`config.mk`:
```
export PLATFORM = sky130hd
export DESIGN_NAME = ppg_ctrl
export DESIGN_NICKNAME = d
export VERILOG_FILES = /design/src/hdl/ppg_pkg.sv /design/src/hdl/ppg_ctrl.sv
export SDC_FILE = /design/constraint.sdc
export NUM_CORES = 1
export LEC_CHECK = 0
export BUFFER_PORTS_ARGS = -buffer_cell sky130_fd_sc_hd__buf_2
export CAP_MARGIN = 20
export CORE_UTILIZATION = 30
export CTS_CLUSTER_DIAMETER = 200
export CTS_CLUSTER_SIZE = 16
export DETAILED_ROUTE_END_ITERATION = 16
export PLACE_DENSITY = 0.47
export REMOVE_ABC_BUFFERS = 1
export SYNTH_ARGS = -nofsm -noshare
export SYNTH_HDL_FRONTEND = slang
export SYNTH_SLANG_ARGS = --single-unit
```
`constraint.sdc`:
```
create_clock -name clock -period 2.1 [get_ports clock]
set_clock_uncertainty 0.05 [all_clocks]
set_input_delay 0.105 -clock clock [delete_from_list [all_inputs] [get_ports clock]]
set_output_delay 0.105 -clock clock [all_outputs]
set_load 0.03 [all_outputs]
```
`src/hdl/ppg_pkg.sv`:
```
package ppg_pkg;

   localparam int RAW_W  = 18;
   localparam int DATA_W = 24;
   localparam int HR_W   = 8;
   localparam int SPO2_W = 8;

   localparam int DIV_STEPS   = 24;
   localparam int HR_NUM      = 3000;
   localparam int PERIOD_LOW  = 14;
   localparam int PERIOD_HIGH = 100;
   localparam int SPO2_MAX    = 100;

   localparam logic [21:0] COEF_A = 22'd2953052;
   localparam logic [20:0] COEF_B = 21'd1989280;
   localparam logic [22:0] COEF_C = 23'd6215762;
   localparam logic [23:0] R_MAX  = 24'hFFFFFF;

   localparam logic [RAW_W-1:0] THRESH_RESET = 18'd100000;

   typedef struct packed {
      logic wr;
      logic rd;
      logic hr_load;
      logic div_step;
      logic ratio;
      logic r_load;
      logic sq;
      logic ar;
      logic fin;
   } ppg_cmd_type;

   typedef struct packed {
      logic contact;
      logic win_last;
   } ppg_sts_type;

endpackage

```
`src/hdl/ppg_ctrl.sv`:
```
module ppg_ctrl import ppg_pkg::*; #(
   parameter int WINDOW_LEN = 150
) (
   input  logic                          clock,
   input  logic                          reset,
   input  logic                          req_tvalid,
   output logic                          req_tready,
   output logic                          rsp_tvalid,
   input  logic                          rsp_tready,
   input  ppg_sts_type                   sts,
   output ppg_cmd_type                   cmd,
   output logic [$clog2(WINDOW_LEN)-1:0] scan_addr
);

   localparam int AW = $clog2(WINDOW_LEN);
   localparam int CW = (AW > 5) ? AW : 5;

   typedef enum logic [3:0] {
      ST_IDLE, ST_SCAN, ST_SCAN_END, ST_HR_LOAD, ST_HR_DIV,
      ST_RATIO, ST_R_LOAD, ST_R_DIV, ST_SQ, ST_AR, ST_FIN
   } state_type;

   state_type     state_ff;
   logic [CW-1:0] cnt_ff;
   logic          rsp_valid_ff;
   logic          accept;
   logic          scan_done;
   logic          div_done;
   logic          rsp_set;

   assign req_tready = (state_ff == ST_IDLE) && (!rsp_valid_ff || rsp_tready);
   assign accept     = req_tvalid && req_tready;
   assign rsp_tvalid = rsp_valid_ff;
   assign scan_addr  = cnt_ff[AW-1:0];
   assign scan_done  = (cnt_ff == CW'(WINDOW_LEN - 1));
   assign div_done   = (cnt_ff == CW'(DIV_STEPS - 1));
   assign rsp_set    = (accept && !sts.contact) || (state_ff == ST_FIN);

   always_comb begin
      cmd          = '0;
      cmd.wr       = accept && sts.contact;
      cmd.rd       = (state_ff == ST_SCAN);
      cmd.hr_load  = (state_ff == ST_HR_LOAD);
      cmd.div_step = (state_ff == ST_HR_DIV) || (state_ff == ST_R_DIV);
      cmd.ratio    = (state_ff == ST_RATIO);
      cmd.r_load   = (state_ff == ST_R_LOAD);
      cmd.sq       = (state_ff == ST_SQ);
      cmd.ar       = (state_ff == ST_AR);
      cmd.fin      = (state_ff == ST_FIN);
   end

   always_ff @(posedge clock) begin
      if (reset) begin
         state_ff     <= ST_IDLE;
         cnt_ff       <= '0;
         rsp_valid_ff <= 1'b0;
      end else begin
         rsp_valid_ff <= rsp_set || (rsp_valid_ff && !rsp_tready);
         case (state_ff)
            ST_IDLE: begin
               cnt_ff <= '0;
               if (accept && sts.contact && sts.win_last) begin
                  state_ff <= ST_SCAN;
               end
            end
            ST_SCAN: begin
               if (scan_done) begin
                  state_ff <= ST_SCAN_END;
               end else begin
                  cnt_ff <= cnt_ff + 1'b1;
               end
            end
            ST_SCAN_END: state_ff <= ST_HR_LOAD;
            ST_HR_LOAD: begin
               cnt_ff   <= '0;
               state_ff <= ST_HR_DIV;
            end
            ST_HR_DIV: begin
               if (div_done) begin
                  state_ff <= ST_RATIO;
               end else begin
                  cnt_ff <= cnt_ff + 1'b1;
               end
            end
            ST_RATIO: state_ff <= ST_R_LOAD;
            ST_R_LOAD: begin
               cnt_ff   <= '0;
               state_ff <= ST_R_DIV;
            end
            ST_R_DIV: begin
               if (div_done) begin
                  state_ff <= ST_SQ;
               end else begin
                  cnt_ff <= cnt_ff + 1'b1;
               end
            end
            ST_SQ: state_ff <= ST_AR;
            ST_AR: state_ff <= ST_FIN;
            ST_FIN: state_ff <= ST_IDLE;
            default: state_ff <= ST_IDLE;
         endcase
      end
   end

endmodule

```
Word level (Yosys, flattened, before mapping)
Index checks and enable logic that the tools add are counted.

word-level totals
  register bits = 13
  output and inout bits = 19

cells by class
  equality and inequality tests = 18
  muxes and demuxes = 8
  reductions and logical operators = 19
  add/subtract/negate cells = 1

operators by type and width
  operator                                             number
  one-hot mux 4 bit (10 select lines)                  1
  one-hot mux 8 bit (3 select lines)                   1
  equality test 4 x 3 -> 1 bit, second input constant  4
  two-way mux 4 bit                                    4
  two-way mux 8 bit                                    2
  equality test 4 bit, second input constant           3
  adder 8 x 1 -> 8 bit, second input constant          1
  equality test 4 x 2 -> 1 bit, second input constant  2
  equality test 8 x 5 -> 1 bit, second input constant  1
  equality test 8 bit, second input constant           1
  != test 2 bit, second input constant                 4
  logical AND 1 bit                                    6
  equality test 4 x 1 -> 1 bit, second input constant  1
  zero test 4 bit                                      1
  logical OR 1 bit                                     4
  != test 2 x 1 -> 1 bit, second input constant        2
  AND reduction 4 bit                                  1
  zero test 1 bit                                      3
  AND reduction 3 bit                                  1
  nonzero test 3 bit                                   1
  OR reduction 3 bit                                   1
  OR reduction 2 bit                                   1

Longest topological paths before layout
  word-level depth = 8
  depth in mapped cells = 7
  depth with buffers taken out = 6

Worst setup path before layout
No wires, ideal clock.

  kind = register to register
  from = register cnt_ff[0], in the netlist scan_addr[0]
  to = register cnt_ff[1], in the netlist scan_addr[1]
  data arrival time = 1896 ps
  library setup time = 101 ps
  buffers on the path = 1
  cell stages (with the launch flop) = 8
  period minus slack after synthesis = 2047 ps
  setup slack = 53 ps
  data required time = 1949 ps
  cell sequence = dfxtp_1 -> ha_1 -> nand2b_1 -> or4_4 -> a21o_1 -> buf_6 -> a211o_1 -> o41ai_1

between the ends
  cells in the longest elaborated chain, start to end = 3
  elaborated cells between the ends (all ways) = 9
  classes of those cells = 1 x add/sub; 4 x eq/ne; 3 x mux; 1 x reduce/logical

ends and longest elaborated chain
  element                                                                           line                                            text
  start, declared                                                                   ppg_ctrl.sv:24                                  logic [CW-1:0] cnt_ff;
  start signal, assigned                                                            ppg_ctrl.sv:70                                  cnt_ff <= cnt_ff + 1'b1;
  start signal, assigned                                                            ppg_ctrl.sv:82                                  cnt_ff <= cnt_ff + 1'b1;
  start signal, assigned                                                            ppg_ctrl.sv:94                                  cnt_ff <= cnt_ff + 1'b1;
  adder 8 x 1 -> 8 bit (tied with other cells)                                      ppg_ctrl.sv:70, ppg_ctrl.sv:82, ppg_ctrl.sv:94
  two-way mux 8 bit (tied with other cells)                                         ppg_ctrl.sv:79, ppg_ctrl.sv:91
  one-hot mux 8 bit (3 select lines) / AND reduction 3 bit (equally long branches)  n/a

Parallel ways exist; a longest one is shown, timed or not. The select of a mux whose other input is x is not followed.
A chain may end at the register's enable or synchronous reset.

Final worst setup path
  from = register state_ff[2]
  to = register state_ff[1]

between the ends
  cells in the longest elaborated chain, start to end = 7
  elaborated cells between the ends (all ways) = 20
  classes of those cells = 13 x eq/ne; 1 x mux; 6 x reduce/logical

ends and longest elaborated chain
  element                           line                            text
  start, declared                   ppg_ctrl.sv:23                  state_type state_ff;
  start signal, assigned            ppg_ctrl.sv:54                  state_ff <= ST_IDLE;
  start signal, assigned            ppg_ctrl.sv:63                  state_ff <= ST_SCAN;
  start signal, assigned            ppg_ctrl.sv:68                  state_ff <= ST_SCAN_END;
  zero test 4 bit                   ppg_ctrl.sv:31, ppg_ctrl.sv:59
  logical AND 1 bit                 ppg_ctrl.sv:31                  assign req_tready = (state_ff == ST_IDLE) && (!rsp_valid_ff || rsp_tready);
  logical AND 1 bit                 ppg_ctrl.sv:32                  assign accept = req_tvalid && req_tready;
  logical AND 1 bit (2 in series)   ppg_ctrl.sv:62                  if (accept && sts.contact && sts.win_last) begin
  != test 2 x 1 -> 1 bit (no line)  n/a
  AND reduction 4 bit (no line)     n/a

Parallel ways exist; a longest one is shown, timed or not.

==> metrics.md <==
| Metric | Value |
|---|---|
| Status | completed |
| Multi-input gate area | about 590 sq um |
| Shortest period the worst path allows | 1940 ps |
| Total track usage | 15.6% |
| Crit end category | flop |
| ANT cells | 0 |
| Hold Path Depth | 3 |
| Layout area overhead | 23.7% |
| Main synth FF type | dfxtp_1 |
| Post-synth EDFFs | 0 |
| Simple-Gate Fraction of Synth Area | 37.7% |
| Adder-cell share of the synthesized area | 2.79% |
| CTS tree | done |
| Share of power burned in registers | a little over half |
| Ys Warns | 0 |
| Root buf cell | clkbuf_4 |
| DR vias | 980 |
| Layout Cells excl Fill | 177 |
| Routed wire per std cell | 13.3 um |
| Place WS | ~150 ps |
| Die width | 56.6 um |
| Worst VDD drop | 0.214 mV |
| Crit Path Class | flop to flop |
| Placement row count | 19 |
| Post-synthesis mux area share | under 10% |
| Area share of the largest cell type after synthesis | 29.1% |
| H-tree Lvls | 1 |
| Worst r2r dst | state_ff[1] |
| Switching share of power | 27.8% |
| P_leak | 0.000486 uW |
| Hold Crit Class | input pin to flop |
| Fin crit share | 92.5% |
| FF+latch area | between 200 and 300 sq um |
| Grt total ovfl | 0 |
| Post-synthesis compound-gate area fraction | 22.9% |
| Placeable Area | 2780 sq um |
| Synth cell count leaders | nor2_1, dfxtp_1, nand2_1, o21ai_0, nand2b_1 |
| Unrepaired setup endpoints after global routing | false |
| Clock tree sinks | 13 |
| CTS buffer count | 3 |
| Cells after Synth | 118 |
| Routed Antenna Nets | 0 |
| Post-CTS Hold Buffers | 0 |
| Die Y | 56.6 um |
| Die area | approximately 3200 sq um |
| Reg2reg path depth | 5 |
| Detailed-route DRC error count | 0 |
| Pwr/cell area | 419 nW/um^2 |
| Avg Vias per Cell | approximately 5.5 |
| Share of cells above drive strength 1 | 28.8% |
| Post-layout util | 39.9% |
| Setup Buffers After CTS | 0 |
| Peak Freq | 0.515 GHz |
| Fillers | 297 |
| Critical path data required time | 2270 ps |
| Max_cap viols | 0 |
| Count leader, synth | nor2_1 |
| Area after DPL | 1080 sq um |
| Initial drt markers | 30 |
| Cell variety after synth | 41 |
| HP Start | req_tvalid |
| Final-stage net count | between 150 and 200 |
| Max clock buf depth | 2 |
| Wire length of the first global-routing pass | 4.02 mm |
| Worst slew pin tran | 461 ps |
| Post-Route WL | 2.35 mm |
| CP arrival | 2110 ps |
| Vias in the first global route | 919 |
| Fin area | 1110 sq um |
| Internal | 336 uW |
| Detailed Routing Iterations Pass 1 | 4 |
| Yosys reg bits | 13 |
| Fin. max-slew vios | 0 |
| Ys async rst share | 0% |
| Post-DP HPWL | 1.71 mm |
| Synth area leaders | dfxtp_1, nor2_1, nand2b_1 |
| Final total power | 465 uW |
| Largest family of logic cells by synthesized area | simple AND/OR/NAND/NOR gates |
| Initial Util | between 30% and 40% |
| Post-Synth XOR/XNOR Area | 0.978% |
| Reg clk slew, reported paths | 100 ps |
| Hold Fails Final Rpt | 0 |
| Post-synth top area cell | dfxtp_1 |
| Clock Power Share | 36.3% |
| Later-pin clock latency in the skew report | 280 ps |
| # setup viols final | 0 |
| Largest net degree at the start of global routing | 20 |
| Combinational share of power | 10.0% |
| Cell area after synthesis | 896 sq um |
| Worst reg2reg startpoint | state_ff[2] |
| Placed cells | 173 |
| Post-Syn Area per Cell | 7.59 sq um |
| Worst Path Max Fanout | 11 |
| Gpl congestion | 0.770 |
| I/O Pins | 25 |
| Hold Path End | rsp_tvalid |
| Initial antenna violation count | 0 |
| Worst slew margin | 69.2% |
| Final WS setup | 157 ps |
| Sequential fraction of the synthesis area | slightly below 30% |
| Port buffer count | 24 |
| Sw power | 129 uW |
| R2r setup slk | 160 ps |
| CP Launch Type | flop |
==> power groups by stage <==
stage | sequential [uW] | clock, uW | combinational (uW)
2_1_floorplan | 260 | 0 | 21.7
3_3_place_gp | 256 | 0 | 46.0
3_5_place_dp | 255 | 0 | 46.1
4_1_cts | 250 | 176 | 46.3
5_1_grt | 250 | 193 | 51.3
6_report | 250 | 169 | 46.3
==> cell families after synthesis <==
| kind of cell | count (synthesis) |
|---|---|
| XOR/XNOR | 1 |
| adder cells (fa/ha/maj) | 2 |
| flip-flops | 13 |
| multiplexers | 1 |
| AO/OA/AOI/OAI | 30 |
| AND/OR/NAND/NOR | 60 |
| buffers and inverters | 11 |
==> sequential cells by signal, indices dropped and copies added (netlist names) <==
signal      cells
scan_addr       8
state_ff        4
rsp_tvalid      1
==> per-stage QoR <==
stage | hold WS [ps] | TNS (ps)
after CTS | 33.6 | 0
after global routing | 74.5 | 0
final | 43.1 | 0
after global placement | 333 | 0
after detailed placement | 343 | 0
after floorplan | 124 | -61.7
==> cell usage in the layout, fill, tap and decap left out, types with 2 or more instances in the layout <==
master	count
nor2_1	15
nand3_1	2
a211o_1	2
buf_4	8
clkbuf_4	3
nor4_1	2
a31oi_1	2
o41ai_1	2
nand4b_1	4
dfxtp_1	13
and3_1	6
nand2_1	8
ha_1	2
nor3_1	4
nor2b_1	3
o21ai_0	8
nand2b_1	7
buf_2	24
inv_1	3
a21oi_1	5
==> layer usage <==
layer | vias up | track usage, % | routed length [um]
li1 | 491 | - | -
met1 | 458 | 21.5 | 1140
met2 | 31 | 24.5 | 1100
met3 | 0 | 2.76 | 107
met4 | 0 | 4.88 | 0
met5 | - | 0 | 0
==> worst max path at each step <==
| stage | startpoint | cells past startpoint | endpoint |
|---|---|---|---|
| 3_3_place_gp | scan_addr[1] | 6 | state_ff[1] |
| 6_report | state_ff[2] | 5 | state_ff[1] |
| 3_5_place_dp | scan_addr[1] | 6 | state_ff[1] |
| 4_1_cts | scan_addr[1] | 6 | state_ff[1] |
| 5_1_grt | state_ff[2] | 5 | scan_addr[6] |
| 2_1_floorplan | state_ff[2] | 5 | scan_addr[6] |
==> layout make-up <==
class | instances | area share (%)
clock buffers | 3 | 2.03
repair buffers | 32 | 16.3
multi-input cells | 94 | 53.3
inverters | 3 | 1.02
clock inverters | 1 | 0.451
flip-flops and latches | 13 | 23.5
well taps | 31 | 3.50
==> critical path: stages (launching register included) <==
cell	delay, ps
dfxtp_1	470
nand2b_4	100
or4_4	540
a21o_2	280
or3_1	320
a31oi_1	120
==> what timing repair did <==
action	4_1_cts	5_1_grt
hold endpoints to repair	0	0
gates resized for setup	0	2
endpoints found under the setup margin	0	2
Power figures use the tool's default switching activity.
